## src/design/mfd_pkg.sv

```systemverilog
// shared types, codes and constants of the meter frame detector
package mfd_pkg;

  // default sizing
  localparam int ADDRESS_BYTES_DEF = 6;
  localparam int COUNT_WIDTH_DEF   = 16;

  // fixed field widths
  localparam int BYTE_W   = 8;
  localparam int CODE_W   = 3;
  localparam int FLEN_W   = 9;
  localparam int PRE_W    = 16;
  localparam int HDR_W    = 4;

  // decoupling queue between front and back
  localparam int QUEUE_DEPTH = 2;
  localparam int QUEUE_PTR_W = $clog2(QUEUE_DEPTH);
  localparam int QUEUE_CNT_W = $clog2(QUEUE_DEPTH + 1);

  // protocol bytes
  localparam logic [BYTE_W-1:0] START_CODE = 8'h68;
  localparam logic [BYTE_W-1:0] END_CODE   = 8'h16;
  localparam logic [BYTE_W-1:0] WILDCARD   = 8'hAA;

  typedef enum logic [3:0] {
    PH_SEARCH = 4'd0,
    PH_ADDR   = 4'd1,
    PH_START2 = 4'd2,
    PH_CTRL   = 4'd3,
    PH_LEN    = 4'd4,
    PH_DATA   = 4'd5,
    PH_CSUM   = 4'd6,
    PH_END    = 4'd7
  } phase_t;

  typedef enum logic [CODE_W-1:0] {
    ST_SEARCHING = 3'd0,
    ST_INSIDE    = 3'd1,
    ST_GOOD      = 3'd2,
    ST_REJECTED  = 3'd3,
    ST_BUF_ENDED = 3'd4
  } status_t;

  typedef enum logic [CODE_W-1:0] {
    RJ_NONE      = 3'd0,
    RJ_NO_START2 = 3'd1,
    RJ_BAD_ADDR  = 3'd2,
    RJ_CHECKSUM  = 3'd3,
    RJ_NO_END    = 3'd4
  } reason_t;

  typedef struct packed {
    logic [BYTE_W-1:0] rx_byte;
    logic              buffer_last;
  } in_word_t;

  typedef struct packed {
    logic [CODE_W-1:0] status;
    logic [CODE_W-1:0] reject_reason;
    logic [FLEN_W-1:0] frame_length;
    logic [PRE_W-1:0]  preamble_count;
  } out_word_t;

  // classified byte handed from front to back
  typedef struct packed {
    logic [BYTE_W-1:0] rx_byte;
    logic              last;
    logic              is_start;
    logic              is_end;
    logic              is_wild;
    logic              is_bcd;
  } cls_word_t;

endpackage

```

## src/design/meter_frame_detector_top.sv

```systemverilog
// Byte-serial DLT/645-2007 frame detector. One received byte per word enters on the in_ channel,
// and exactly one result word per byte leaves on the out_ channel, in order. The block sustains
// one byte per clock while the output side takes results: the front end classifies bytes into a
// two-entry queue, and the frame engine consumes one queued byte per cycle into a single output
// register, which holds the result for that byte until the output side takes it. Stalls on the
// output side back up through the queue to in_ready. There are no configuration registers; the
// address length and preamble counter width are set by parameters.
module meter_frame_detector_top #(
  parameter int ADDRESS_BYTES = mfd_pkg::ADDRESS_BYTES_DEF,
  parameter int COUNT_WIDTH   = mfd_pkg::COUNT_WIDTH_DEF
) (
  input  logic                  clk,
  input  logic                  rst_n,
  input  logic                  in_valid,
  output logic                  in_ready,
  input  mfd_pkg::in_word_t     in_data,
  output logic                  out_valid,
  input  logic                  out_ready,
  output mfd_pkg::out_word_t    out_data
);

  logic                  q_valid;
  logic                  q_pop;
  mfd_pkg::cls_word_t    q_word;

  // byte classification and queue
  mfd_front u_front (
    .clk      (clk),
    .rst_n    (rst_n),
    .in_valid (in_valid),
    .in_ready (in_ready),
    .in_data  (in_data),
    .q_valid  (q_valid),
    .q_pop    (q_pop),
    .q_word   (q_word)
  );

  // frame engine
  mfd_back #(
    .ADDRESS_BYTES (ADDRESS_BYTES),
    .COUNT_WIDTH   (COUNT_WIDTH)
  ) u_back (
    .clk       (clk),
    .rst_n     (rst_n),
    .q_valid   (q_valid),
    .q_pop     (q_pop),
    .q_word    (q_word),
    .out_valid (out_valid),
    .out_ready (out_ready),
    .out_data  (out_data)
  );

endmodule

```

## src/design/mfd_front.sv

```systemverilog
// front end: byte classification and a short queue toward the frame engine
module mfd_front (
  input  logic                  clk,
  input  logic                  rst_n,
  input  logic                  in_valid,
  output logic                  in_ready,
  input  mfd_pkg::in_word_t     in_data,
  output logic                  q_valid,
  input  logic                  q_pop,
  output mfd_pkg::cls_word_t    q_word
);

  mfd_pkg::cls_word_t                   cls_c;
  mfd_pkg::cls_word_t                   mem_r [mfd_pkg::QUEUE_DEPTH];
  logic [mfd_pkg::QUEUE_PTR_W-1:0]      wr_ptr_r, wr_ptr_nxt;
  logic [mfd_pkg::QUEUE_PTR_W-1:0]      rd_ptr_r, rd_ptr_nxt;
  logic [mfd_pkg::QUEUE_CNT_W-1:0]      cnt_r, cnt_nxt;
  logic                                 push;
  logic                                 pop;

  // classify the incoming word
  always_comb begin
    cls_c.rx_byte  = in_data.rx_byte;
    cls_c.last     = in_data.buffer_last;
    cls_c.is_start = (in_data.rx_byte == mfd_pkg::START_CODE);
    cls_c.is_end   = (in_data.rx_byte == mfd_pkg::END_CODE);
    cls_c.is_wild  = (in_data.rx_byte == mfd_pkg::WILDCARD);
    cls_c.is_bcd   = (in_data.rx_byte[7:4] <= 4'd9) && (in_data.rx_byte[3:0] <= 4'd9);
  end

  // queue bookkeeping
  assign in_ready = (cnt_r != mfd_pkg::QUEUE_CNT_W'(mfd_pkg::QUEUE_DEPTH));
  assign q_valid  = (cnt_r != '0);
  assign push     = in_valid && in_ready;
  assign pop      = q_pop && q_valid;
  assign q_word   = mem_r[rd_ptr_r];

  always_comb begin
    wr_ptr_nxt = push ? wr_ptr_r + 1'b1 : wr_ptr_r;
    rd_ptr_nxt = pop  ? rd_ptr_r + 1'b1 : rd_ptr_r;
    cnt_nxt    = cnt_r + mfd_pkg::QUEUE_CNT_W'(push) - mfd_pkg::QUEUE_CNT_W'(pop);
  end

  always_ff @(posedge clk) begin
    if (!rst_n) begin
      wr_ptr_r <= '0;
      rd_ptr_r <= '0;
      cnt_r    <= '0;
    end else begin
      wr_ptr_r <= wr_ptr_nxt;
      rd_ptr_r <= rd_ptr_nxt;
      cnt_r    <= cnt_nxt;
    end
  end

  // queue storage
  always_ff @(posedge clk) begin
    if (push) begin
      mem_r[wr_ptr_r] <= cls_c;
    end
  end

endmodule

```

## src/design/mfd_back.sv

```systemverilog
// back end: frame tracking state machine and output register
module mfd_back #(
  parameter int ADDRESS_BYTES = mfd_pkg::ADDRESS_BYTES_DEF,
  parameter int COUNT_WIDTH   = mfd_pkg::COUNT_WIDTH_DEF
) (
  input  logic                  clk,
  input  logic                  rst_n,
  input  logic                  q_valid,
  output logic                  q_pop,
  input  mfd_pkg::cls_word_t    q_word,
  output logic                  out_valid,
  input  logic                  out_ready,
  output mfd_pkg::out_word_t    out_data
);

  localparam int SUM_W = ((COUNT_WIDTH > mfd_pkg::FLEN_W) ? COUNT_WIDTH : mfd_pkg::FLEN_W) + 1;
  localparam logic [SUM_W-1:0] CNT_MAX = SUM_W'({COUNT_WIDTH{1'b1}});
  localparam logic [mfd_pkg::HDR_W-1:0] ADDR_LAST = mfd_pkg::HDR_W'(ADDRESS_BYTES);
  localparam logic [mfd_pkg::FLEN_W-1:0] FRAME_OVH = mfd_pkg::FLEN_W'(ADDRESS_BYTES + 6);

  mfd_pkg::phase_t                 phase_r, phase_nxt;
  logic [mfd_pkg::HDR_W-1:0]       hdr_pos_r, hdr_pos_nxt;
  logic                            wild_seen_r, wild_seen_nxt;
  logic [mfd_pkg::BYTE_W-1:0]      sum_r, sum_nxt;
  logic [mfd_pkg::BYTE_W-1:0]      data_len_r, data_len_nxt;
  logic [mfd_pkg::BYTE_W-1:0]      data_rem_r, data_rem_nxt;
  logic [COUNT_WIDTH-1:0]          skipped_r, skipped_nxt;
  logic                            out_valid_r;
  mfd_pkg::out_word_t              out_data_r, out_word_c;

  logic                            fire;
  mfd_pkg::reason_t                reason_c;
  logic                            good_c;
  logic [mfd_pkg::BYTE_W-1:0]      sum_plus_c;
  logic [mfd_pkg::FLEN_W-1:0]      cand_c;
  logic [mfd_pkg::FLEN_W-1:0]      add_n_c;
  logic [SUM_W-1:0]                sat_sum_c;
  logic [COUNT_WIDTH-1:0]          skipped_add_c;
  mfd_pkg::status_t                status_c;

  // take a word whenever the output register is free or being drained
  assign fire      = q_valid && (!out_valid_r || out_ready);
  assign q_pop     = fire;
  assign out_valid = out_valid_r;
  assign out_data  = out_data_r;

  // checks on the current byte
  always_comb begin
    reason_c   = mfd_pkg::RJ_NONE;
    cand_c     = mfd_pkg::FLEN_W'(1);
    sum_plus_c = sum_r + q_word.rx_byte;
    case (phase_r)
      mfd_pkg::PH_ADDR: begin
        cand_c = mfd_pkg::FLEN_W'(hdr_pos_r) + mfd_pkg::FLEN_W'(2);
        if (!q_word.is_wild && (!q_word.is_bcd || wild_seen_r)) begin
          reason_c = mfd_pkg::RJ_BAD_ADDR;
        end
      end
      mfd_pkg::PH_START2: begin
        cand_c = mfd_pkg::FLEN_W'(ADDRESS_BYTES + 2);
        if (!q_word.is_start) begin
          reason_c = mfd_pkg::RJ_NO_START2;
        end
      end
      mfd_pkg::PH_CSUM: begin
        cand_c = mfd_pkg::FLEN_W'(ADDRESS_BYTES + 5) + mfd_pkg::FLEN_W'(data_len_r);
        if (q_word.rx_byte != sum_r) begin
          reason_c = mfd_pkg::RJ_CHECKSUM;
        end
      end
      mfd_pkg::PH_END: begin
        cand_c = FRAME_OVH + mfd_pkg::FLEN_W'(data_len_r);
        if (!q_word.is_end) begin
          reason_c = mfd_pkg::RJ_NO_END;
        end
      end
      default: begin
        cand_c = mfd_pkg::FLEN_W'(1);
      end
    endcase
    good_c = (phase_r == mfd_pkg::PH_END) && q_word.is_end;
  end

  // saturating preamble count update
  always_comb begin
    if (reason_c != mfd_pkg::RJ_NONE) begin
      add_n_c = cand_c;
    end else if ((phase_r == mfd_pkg::PH_SEARCH) && !q_word.is_start) begin
      add_n_c = mfd_pkg::FLEN_W'(1);
    end else begin
      add_n_c = '0;
    end
    sat_sum_c = SUM_W'(skipped_r) + SUM_W'(add_n_c);
    if (sat_sum_c >= CNT_MAX) begin
      skipped_add_c = CNT_MAX[COUNT_WIDTH-1:0];
    end else begin
      skipped_add_c = sat_sum_c[COUNT_WIDTH-1:0];
    end
  end

  // next state
  always_comb begin
    phase_nxt     = phase_r;
    hdr_pos_nxt   = hdr_pos_r;
    wild_seen_nxt = wild_seen_r;
    sum_nxt       = sum_r;
    data_len_nxt  = data_len_r;
    data_rem_nxt  = data_rem_r;
    skipped_nxt   = skipped_add_c;
    case (phase_r)
      mfd_pkg::PH_SEARCH: begin
        if (q_word.is_start) begin
          phase_nxt     = mfd_pkg::PH_ADDR;
          hdr_pos_nxt   = '0;
          wild_seen_nxt = 1'b0;
          sum_nxt       = q_word.rx_byte;
        end
      end
      mfd_pkg::PH_ADDR: begin
        if (reason_c == mfd_pkg::RJ_NONE) begin
          if (q_word.is_wild) begin
            wild_seen_nxt = 1'b1;
          end
          sum_nxt     = sum_plus_c;
          hdr_pos_nxt = hdr_pos_r + 1'b1;
          if ((hdr_pos_r + 1'b1) >= ADDR_LAST) begin
            phase_nxt = mfd_pkg::PH_START2;
          end
        end
      end
      mfd_pkg::PH_START2: begin
        if (reason_c == mfd_pkg::RJ_NONE) begin
          sum_nxt   = sum_plus_c;
          phase_nxt = mfd_pkg::PH_CTRL;
        end
      end
      mfd_pkg::PH_CTRL: begin
        sum_nxt   = sum_plus_c;
        phase_nxt = mfd_pkg::PH_LEN;
      end
      mfd_pkg::PH_LEN: begin
        sum_nxt      = sum_plus_c;
        data_len_nxt = q_word.rx_byte;
        data_rem_nxt = q_word.rx_byte;
        phase_nxt    = (q_word.rx_byte == '0) ? mfd_pkg::PH_CSUM : mfd_pkg::PH_DATA;
      end
      mfd_pkg::PH_DATA: begin
        sum_nxt      = sum_plus_c;
        data_rem_nxt = data_rem_r - 1'b1;
        if (data_rem_r == mfd_pkg::BYTE_W'(1)) begin
          phase_nxt = mfd_pkg::PH_CSUM;
        end
      end
      mfd_pkg::PH_CSUM: begin
        if (reason_c == mfd_pkg::RJ_NONE) begin
          phase_nxt = mfd_pkg::PH_END;
        end
      end
      default: begin
      end
    endcase
    // restart after a good frame, a rejection or the end of the buffer
    if (good_c || (reason_c != mfd_pkg::RJ_NONE) || q_word.last) begin
      phase_nxt     = mfd_pkg::PH_SEARCH;
      hdr_pos_nxt   = '0;
      wild_seen_nxt = 1'b0;
      sum_nxt       = '0;
      data_len_nxt  = '0;
      data_rem_nxt  = '0;
    end
    if (good_c || q_word.last) begin
      skipped_nxt = '0;
    end
  end

  // result word
  always_comb begin
    if (reason_c != mfd_pkg::RJ_NONE) begin
      status_c = mfd_pkg::ST_REJECTED;
    end else if (good_c) begin
      status_c = mfd_pkg::ST_GOOD;
    end else if ((phase_r == mfd_pkg::PH_SEARCH) && !q_word.is_start) begin
      status_c = mfd_pkg::ST_SEARCHING;
    end else begin
      status_c = mfd_pkg::ST_INSIDE;
    end
    if (q_word.last && (status_c != mfd_pkg::ST_GOOD) && (status_c != mfd_pkg::ST_REJECTED)) begin
      status_c = mfd_pkg::ST_BUF_ENDED;
    end
    out_word_c.status         = status_c;
    out_word_c.reject_reason  = reason_c;
    out_word_c.frame_length   = good_c ? FRAME_OVH + mfd_pkg::FLEN_W'(data_len_r) : '0;
    out_word_c.preamble_count = good_c ? mfd_pkg::PRE_W'(skipped_r) : '0;
  end

  // state and output valid
  always_ff @(posedge clk) begin
    if (!rst_n) begin
      phase_r     <= mfd_pkg::PH_SEARCH;
      hdr_pos_r   <= '0;
      wild_seen_r <= 1'b0;
      sum_r       <= '0;
      data_len_r  <= '0;
      data_rem_r  <= '0;
      skipped_r   <= '0;
      out_valid_r <= 1'b0;
    end else begin
      if (fire) begin
        phase_r     <= phase_nxt;
        hdr_pos_r   <= hdr_pos_nxt;
        wild_seen_r <= wild_seen_nxt;
        sum_r       <= sum_nxt;
        data_len_r  <= data_len_nxt;
        data_rem_r  <= data_rem_nxt;
        skipped_r   <= skipped_nxt;
      end
      if (fire) begin
        out_valid_r <= 1'b1;
      end else if (out_ready) begin
        out_valid_r <= 1'b0;
      end
    end
  end

  // output payload
  always_ff @(posedge clk) begin
    if (fire) begin
      out_data_r <= out_word_c;
    end
  end

`ifndef NO_ASSERTIONS
  // header position stays inside the address field while collecting it
  a_hdr_range: assert property (@(posedge clk) disable iff (!rst_n)
    (phase_r == mfd_pkg::PH_ADDR) |-> (hdr_pos_r < ADDR_LAST))
    else $error("header position out of range");

  // a reason is reported only with a rejection
  a_reason_only_reject: assert property (@(posedge clk) disable iff (!rst_n)
    (out_valid_r && (out_data_r.status != mfd_pkg::ST_REJECTED))
      |-> (out_data_r.reject_reason == mfd_pkg::RJ_NONE))
    else $error("reject reason without rejection");

  // a good frame always carries at least the fixed overhead
  a_good_len: assert property (@(posedge clk) disable iff (!rst_n)
    (out_valid_r && (out_data_r.status == mfd_pkg::ST_GOOD))
      |-> (out_data_r.frame_length >= FRAME_OVH))
    else $error("good frame too short");

  // buffer end returns the scan state to search with a cleared count
  a_last_resets: assert property (@(posedge clk) disable iff (!rst_n)
    (fire && q_word.last) |=> ((phase_r == mfd_pkg::PH_SEARCH) && (skipped_r == '0)))
    else $error("scan state not reset after buffer end");
`endif

endmodule

```

## config.mk

```make
export PLATFORM = sky130hd
export DESIGN_NAME = meter_frame_detector_top
export DESIGN_NICKNAME = d
export VERILOG_FILES = /design/src/design/mfd_pkg.sv /design/src/design/meter_frame_detector_top.sv /design/src/design/mfd_front.sv /design/src/design/mfd_back.sv
export SDC_FILE = /design/constraint.sdc
export NUM_CORES = 1
export LEC_CHECK = 0
export ABC_AREA = 1
export BUFFER_PORTS_ARGS = -buffer_cell sky130_fd_sc_hd__buf_4
export CAP_MARGIN = 20
export CORE_ASPECT_RATIO = 1.4
export CORE_MARGIN = 3
export CORE_UTILIZATION = 55
export CTS_BUF_LIST = sky130_fd_sc_hd__clkbuf_8 sky130_fd_sc_hd__clkbuf_16
export DETAILED_ROUTE_END_ITERATION = 7
export PLACE_DENSITY = 0.85
export SLEW_MARGIN = 5
export SYNTH_ARGS = -nofsm -noshare
export SYNTH_HDL_FRONTEND = slang
export SYNTH_SLANG_ARGS = --single-unit
```

## constraint.sdc

```tcl
create_clock -name clk -period 3.9 [get_ports clk]
set_input_delay 0.78 -clock clk [delete_from_list [all_inputs] [get_ports clk]]
set_output_delay 0.78 -clock clk [all_outputs]
set_load 0.02 [all_outputs]
```

# [Yosys cells after proc, flatten, opt, wreduce, memory -nomap -nowiden]
# Memory sizes are Yosys's and may differ from the RTL's. A register that Yosys moved wholly into a read port is not among the register bits.
# Cells that the tools add are included.
[word_totals] regBits=85 wordCells=136 ram_bits=26 out_inout_bits=33 input_bits=13 mem_count=1
[classes] n_eq_ne=23 reduce_logical=37 magnitude_cmp=4 addsub=11 mux=45
[mem_list] memory="u_front.mem_r" depth=2 word_bits=13 rd=1 rd_ports_with_merged_regs=1 wr=1 line_no="mfd_front.sv:14" source="mfd_pkg::cls_word_t mem_r [mfd_pkg::QUEUE_DEPTH];"
[op_table] operator="8-bit 2-to-1 mux" n=6
[op_table] operator="4-bit 2-to-1 mux" n=10
[op_table] operator="9-bit case mux with 4 select lines" n=1
[op_table] operator="16-bit 2-to-1 mux" n=2
[op_table] operator="4-bit case mux with 7 select lines" n=1
[op_table] operator="8-bit case mux with 3 select lines" n=1
[op_table] operator="3-bit by 1-bit != test with 1-bit output, second input constant" n=7
[op_table] operator="4-bit by 8-bit adder with 9-bit output, first input constant" n=2
[op_table] operator="16-bit by 9-bit adder with 17-bit output" n=1
[op_table] operator="17-bit by 16-bit greater-or-equal comparator with 1-bit output, second input constant" n=1
[op_table] operator="4-bit by 3-bit equality test with 1-bit output, second input constant" n=4
[op_table] operator="8-bit case mux with 2 select lines" n=1
[op_table] operator="1-bit 2-to-1 mux" n=13
[op_table] operator="3-bit case mux with 4 select lines" n=1
[op_table] operator="1-bit logical AND" n=9
[op_table] operator="3-bit 2-to-1 mux" n=3
[op_table] operator="9-bit 2-to-1 mux" n=1
[op_table] operator="3-bit by 2-bit != test with 1-bit output, second input constant" n=3
[op_table] operator="3-bit nonzero test" n=3
[op_table] operator="8-bit adder" n=1
[op_table] operator="4-bit by 2-bit equality test with 1-bit output, second input constant" n=2
[op_table] operator="8-bit by 1-bit equality test with 1-bit output, second input constant" n=1
[op_table] operator="8-bit by 5-bit equality test with 1-bit output, second input constant" n=1
[op_table] operator="8-bit by 7-bit equality test with 1-bit output, second input constant" n=1
[op_table] operator="other kinds (29)" n=44

# [Longest topological paths before layout]
# Gate-level depths: netlist of the first run.
[logic_depth] word_depth=11 depth_mapped=33 ltp_nobuf=31

# [Modules after synthesis]
# From an unflattened synthesis of the first run, not the netlist that was laid out.
[hier_totals] hier_cells=894 hier_area_um2=6741.5
[modules_own_cells] module="mfd_back" cells_each=796 instances=1 area_per_inst_um2=5434.0
[modules_own_cells] module="mfd_front" cells_each=98 instances=1 area_per_inst_um2=1307.5

# [Worst setup path before layout of the first run]
# Ideal clock, no wire load.
[synth_path] path_type="register -> register" startpoint="register with a tool-made name" endpoint="register u_back.skipped_r[10]" period_less_slack_ns=4.120 arrival_time_ns=4.049 path_stages_with_launch=31 path_slack_ns=-0.220 t_required_ns=3.830 path_buffers=2 setup_time_ns=0.070 path_cell_list="dfxtp_1 buf_2 nand2_1 nand2_1 ha_1 nor2_1 nand2_1 nor3_1 nand2_1 nand2_2 nand3_1 nor2_1 clkinv_1 nor2_1 a21oi_1 ha_1 inv_1 fa_1 or2_2 nor2_1 nand3_1 nor2_1 nand2_1 nor2_1 nand2_1 nor2_1 nand3_1 buf_2 nand3_1 nand2_1 a21oi_1"
[synth_rtl] item="to (signal assigned)" line_no="mfd_back.sv:215" source="skipped_r <= skipped_nxt;"
[synth_rtl] item="to (decl)" line_no="mfd_back.sv:27" source="logic [COUNT_WIDTH-1:0] skipped_r, skipped_nxt;"

==> impl_metrics.json, run 1 <==
{
  "cpPeakStageDelay_ns": 0.44,
  "globalRoute.totalOverflow": 0,
  "arrival_ns": 4.27,
  "maxCapViolCount": 0,
  "syn_inst": 868,
  "syn2layout_area_growth_pct": 25.8,
  "clock-sinks": 111,
  "finalWeightedCongestion": 0.949,
  "cp_data_required_time_ns": 4.17,
  "r2r_end": "u_back.skipped_r[8]",
  "drv_slew": 0,
  "postRouteWirelength_um": 17000,
  "grt_pass1_vias": 6084,
  "numCtsBuffers": 9,
  "crit_family": "simple AND/OR/NAND/NOR gates",
  "endpoint": "u_back.skipped_r[8]",
  "clk_pin_slew_ns": 0.08,
  "fp.dieW_um": 97.4,
  "remaining_drc_errors": 0,
  "critical_path_buf_inv_count": 4,
  "clock_latency_ns": 0.36,
  "grt_pass1_wl_um": 27500,
  "maxSlewHeadroom_pct": 34.1,
  "portBuffers": 45,
  "fp.dieH_um": 134,
  "antenna_found_initial": 0,
  "start_util_pct": 56.4,
  "outcome": "finished with violations",
  "hold_violations": 0,
  "synth_ff_type": "edfxtp_1",
  "htree_levels": 3,
  "synth_area_um2": 6430,
  "cts-root-buf": "clkbuf_16",
  "finalPower_mw": 5.90,
  "tightest_slew_ns": 0.983,
  "worstSetupEndpointType": "flip-flop",
  "layout_common_cells": "nand2_1, nor2_1, inv_1",
  "worst_path_max_delay_cell": "fa_2",
  "ant_nets": 0,
  "pin_count": 46,
  "finClkSkew_ns": 0.00821,
  "path_class": "reg2reg",
  "drtIter0Drc": 435,
  "firstDrtPassIters": 5,
  "max_freq_mhz": 250,
  "rsz0062_at_grt": "true",
  "cts_tree": "done",
  "core_area_um2": 11400,
  "grt_max_degree": 44,
  "synth_edf_count": 57,
  "ir_drop_uv": 500,
  "cp.depth": 30,
  "synth_warnings": 0,
  "cts_buffer_depth": 2,
  "path_max_fanout": 6,
  "startpoint_type": "flip-flop",
  "hp-class": "reg2reg",
  "dieArea_um2": 13000,
  "async_reset_ff_share_pct": 0,
  "via_per_inst": 5.57,
  "row_count": 46,
  "syn_avg_cell_area_um2": 7.40,
  "finalCritPeriodShare_pct": 103,
  "post_drt_wl_per_cell_um": 15.2,
  "grt_use_total_pct": 26.0,
  "finalCriticalPeriod_ns": 4.01,
  "leakage_nw": 3.65,
  "fin_ws_ns": -0.107,
  "postPlaceCellArea_um2": 7420,
  "via_count": 6247,
  "n_antenna_cell": 0,
  "synthDistinctLibCells": 41,
  "mostFrequentLayoutCell": "nand2_1",
  "drive_above_1_share_pct": 22.8,
  "nets": 1014,
  "violations": "negative setup slack",
  "rrSetupSlack_ns": -0.11,
  "ys_seq_elements": 111,
  "fin_area_um2": 8090,
  "r2r_cells": 30,
  "dp_hpwl_um": 12000,
  "setup_violations": 15,
  "yosysSeqAreaShare_pct": 43.5,
  "synth_fp_nets": 909,
  "powerDensity_nw_per_um2": 729
}
sequential cells by signal, indices dropped and copies added (netlist names), 3 cells and up, named ones only:
| signal | flops |
|---|---|
| u_back.out_data | 31 |
| u_front.mem_r | 26 |
| u_back.skipped_r | 16 |
| u_back.data_len_r | 8 |
| u_back.data_rem_r | 8 |
| u_back.sum_r | 8 |
| u_back.hdr_pos_r | 4 |
| u_back.phase_r | 3 |
layout make-up:
type,count,area (um2)
Sequential cell,111,2800
Clock inverter,7,93.8
Multi-Input combinational cell,616,3440
Inverter,123,469
Timing Repair Buffer,112,878
Clock buffer,9,225
Tap cell,144,180
Fill cell,842,3310
timing repair:
action / CTS / global route
hold buffers: 0 / 0
setup buffers: 2 / 1
cloned: 1 / 0
pin swaps: 5 / 22
gates resized for setup: 33 / 44
endpoints found under the setup margin: 15 / 16
kinds of logic after synthesis:
logic type                 share of synthesized area (%)
xor gates and xnor gates                            2.30
and+or+nand+nor                                     29.0
DFF                                                 43.5
adders and majority gates                           5.69
buffers and inverters                               8.59
AOI/OAI and AO/OA                                   11.0
synthesized netlist by cell type (2+ instances only):
cell type  number  share of area, %
nand3b_1        3              0.35
xnor2_1         4              0.55
nand3_1        61               4.8
ha_1           26               5.1
a21oi_1        69               5.4
clkbuf_1       10              0.58
o21ai_2         2              0.27
nor2_1        122               7.1
fa_1            2              0.62
nand4_1        11               1.1
buf_2           6              0.47
nor4_1          2              0.19
dfxtp_1        54                17
xor2_1         11               1.5
nor3_1         12              0.93
o22ai_1         7              0.68
nand2_2         3              0.29
nor2_2          3              0.29
o31ai_2         2              0.39
nand2_1       217                13
o31ai_1         2              0.23
clkinv_1        3              0.18
or2_1           2              0.19
a31oi_1         2              0.19
buf_6           2              0.35
inv_2           7              0.41
or2_2           5              0.49
o21ai_0        37               2.9
inv_1         113               6.6
edfxtp_1       57                27
routing by layer:
| metal | share of wire, % | wire [um] | up-vias | track usage [%] |
|---|---|---|---|---|
| met3 | 4.9 | 828 | 87 | 3.90 |
| met1 | 37 | 6210 | 2890 | 26.5 |
| met5 | 0 | 0 | - | 0 |
| met2 | 53 | 9090 | 234 | 49.8 |
| met4 | 5.2 | 883 | 0 | 14.8 |
| li1 | - | - | 3036 | - |
worst register-to-register path, delay by kind of cell (launching register included):
kind	cells	cell delay (ns)
AND/OR/NAND/NOR	21	2.04
adder cells (fa/ha/maj)	3	0.83
buffers and inverters	4	0.47
flip-flops	1	0.40
AO/OA/AOI/OAI	2	0.19
worst min path at each step:
stage	from	end	slack (ns)	cells after the start
finish	u_front.rd_ptr_r	u_front.rd_ptr_r	0.45	1
global route	u_front.rd_ptr_r	u_front.rd_ptr_r	0.48	1
CTS	u_front.rd_ptr_r	u_front.rd_ptr_r	0.45	1
detailed placement	u_front.rd_ptr_r	u_front.rd_ptr_r	0.44	1
global placement	u_front.rd_ptr_r	u_front.rd_ptr_r	0.43	1
floorplan	u_front.rd_ptr_r	flip-flop	0.42	1
power breakdown:
group | internal, mW | switching [mW]
sequential | 1.62 | 0.238
combinational | 1.14 | 1.90
clock | 0.565 | 0.438
total | 3.32 | 2.58
stage by stage:
step	hold WS [ns]	std cells	worst slack (ns)	setup TNS (ns)	util (%)
floorplan	0.418	868	0.0107	0	-
global placement	0.434	1100	0.00415	0	65.1
detailed placement	0.444	1100	-0.163	-1.81	65.1
CTS	0.454	1119	-0.0607	-0.286	69.4
global route	0.482	1122	-0.393	-5.69	70.9
finish	0.452	1122	-0.107	-1.23	70.9
(Power assumes the default switching activity.)
==> run 2, diff against run 1 <==
--- a/config.mk
+++ b/config.mk
@@ -6,7 +6,7 @@
 export NUM_CORES = 1
 export LEC_CHECK = 0
 export ABC_AREA = 1
-export BUFFER_PORTS_ARGS = -buffer_cell sky130_fd_sc_hd__buf_4
+export BUFFER_PORTS_ARGS = -buffer_cell sky130_fd_sc_hd__buf_2
 export CAP_MARGIN = 20
 export CORE_ASPECT_RATIO = 1.4
 export CORE_MARGIN = 3
==> run 2 against run 1 <==
The flow still finishes with violations (negative setup slack). Maximum frequency rose by 0.24%. Sequential share of layout area fell by 0.64 points. First-iteration DRC count rose by 8.7%. Combinational power rose by 6%. Total power rose by 2.8%. Via count rose by 2.0%. Critical path depth did not move. Clock power barely moved. Flip-flop and latch count did not move. Non-clock buffer count rose by 28.
==> impl_metrics.json, run 2 (synthesis results as in run 1) <==
{
  "outcome": "finished with violations",
  "violations": "negative setup slack",
  "cts_buffer_depth": 2,
  "clock-sinks": 111,
  "syn2layout_area_growth_pct": 28.2,
  "pin_count": 46,
  "postPlaceCellArea_um2": 7350,
  "setup_violations": 15,
  "mostFrequentLayoutCell": "nand2_1",
  "numCtsBuffers": 9,
  "n_antenna_cell": 0,
  "htree_levels": 3,
  "finalCritPeriodShare_pct": 103,
  "largest_reg_flops": 31,
  "globalRoute.totalOverflow": 0,
  "grt_pass1_vias": 6300,
  "fp.dieW_um": 97.4,
  "grt_use_total_pct": 27.1,
  "finalWeightedCongestion": 0.961,
  "startpoint_type": "flip-flop",
  "via_count": 6369,
  "ant_nets": 0,
  "top_layer": "met4",
  "core_area_um2": 11400,
  "cp_data_required_time_ns": 4.16,
  "remaining_drc_errors": 0,
  "worst_path_max_delay_cell": "fa_2",
  "via_per_inst": 5.54,
  "start_util_pct": 56.4,
  "met3WireLength_um": 928,
  "leakage_nw": 3.77,
  "finalCriticalPeriod_ns": 4.00,
  "cts-root-buf": "clkbuf_16",
  "crit_top_cell": "nand2_1",
  "drv_slew": 0,
  "grt_max_degree": 28,
  "powerDensity_nw_per_um2": 736,
  "dp_hpwl_um": 11900,
  "grt_pass1_wl_um": 28900,
  "dieArea_um2": 13000,
  "finClkSkew_ns": 0.0104,
  "antenna_found_initial": 0,
  "row_count": 46,
  "path_max_fanout": 8,
  "fp.dieH_um": 134,
  "hold_violations": 0,
  "post_drt_wl_per_cell_um": 15.5,
  "cts_tree": "done",
  "hp-class": "reg2reg",
  "layout_common_cells": "nand2_1, inv_1, nor2_1",
  "portBuffers": 45,
  "fin_area_um2": 8240,
  "worstSetupEndpointType": "flip-flop",
  "postRouteWirelength_um": 17900,
  "nets": 1042,
  "path_class": "reg2reg",
  "hold_slack_ns": 0.481,
  "rsz0062_at_grt": "true",
  "drive_above_1_share_pct": 25.2,
  "clk_pin_slew_ns": 0.08,
  "clock_latency_ns": 0.36,
  "tightest_slew_ns": 1.02,
  "fin_ws_ns": -0.0976,
  "drtIter0Drc": 473,
  "ir_drop_uv": 580,
  "cpPeakStageDelay_ns": 0.42,
  "met1_length_um": 6350,
  "wl_met2_um": 9460,
  "maxSlewHeadroom_pct": 31.9,
  "arrival_ns": 4.26,
  "max_freq_mhz": 250,
  "firstDrtPassIters": 6,
  "maxCapViolCount": 0
}
-- run 2: cell count changes in the layout (fill, tap and decap cells not counted), moves of 3 or more --
cell and change:
a21oi_1 +3, a21oi_2 -4, buf_2 +45, buf_4 -18, nor2_2 +3
-- run 2: final cells by class --
cell class,count,area [um2]
Clock buffer,9,225
Clock inverter,7,95.1
Fill cell,835,3160
Inverter,123,469
Multi-Input combinational cell,616,3480
Sequential cell,111,2800
Tap cell,144,180
Timing Repair Buffer,140,991
-- run 2: stage by stage --
| stage | util, % | cells | worst slack (ns) | total power [mW] | TNS [ns] |
|---|---|---|---|---|---|
| after floorplan | - | 868 | 0.0107 | 3.79 | 0 |
| after global placement | 64.5 | 1104 | -0.0344 | 4.53 | -0.377 |
| after detailed placement | 64.5 | 1104 | -0.214 | 4.61 | -2.76 |
| after CTS | 70.5 | 1147 | -0.0943 | 5.83 | -1.09 |
| after global routing | 72.3 | 1150 | -0.353 | 6.46 | -5.10 |
| final | 72.3 | 1150 | -0.0976 | 6.06 | -1.28 |
-- run 2: final timing paths --
| path | start | end | slack, ns | cells past startpoint |
|---|---|---|---|---|
| max | flip-flop | u_back.skipped_r[11] | -0.1 | 30 |
| min | u_front.rd_ptr_r | u_front.rd_ptr_r | 0.48 | 1 |
| max reg2reg | flip-flop | u_back.skipped_r[11] | -0.1 | 30 |
| min reg2reg | u_front.rd_ptr_r | u_front.rd_ptr_r | 0.48 | 1 |
-- run 2: critical path, delay by kind of cell, from the launching register on --
family,cells,cell delay [ns]
and+or+nand+nor,21,2.10
adders and majority gates,3,0.86
DFF,1,0.41
buffers and inverters,4,0.35
AOI/OAI and AO/OA,2,0.18
-- run 2: timing repair --
action                                  4_1_cts  5_1_grt
endpoints found under the setup margin       15       20
pin swaps                                    11       26
resized for setup                            36       45
hold buffers                                  0        0
gates cloned                                  1        0
setup buffers                                26        6
-- run 2: power breakdown --
group          switching (mW)  internal, mW  total [mW]
logic                    2.00          1.21        3.21
clock network           0.443         0.567        1.01
registers               0.226          1.62        1.84
total                    2.66          3.40        6.06
-- run 2: metal layers --
layer / global-route usage [%] / up-vias
li1: - / 3098
met1: 27.4 / 2903
met2: 51.0 / 268
met3: 4.42 / 100
met4: 17.2 / 0
met5: 0 / -
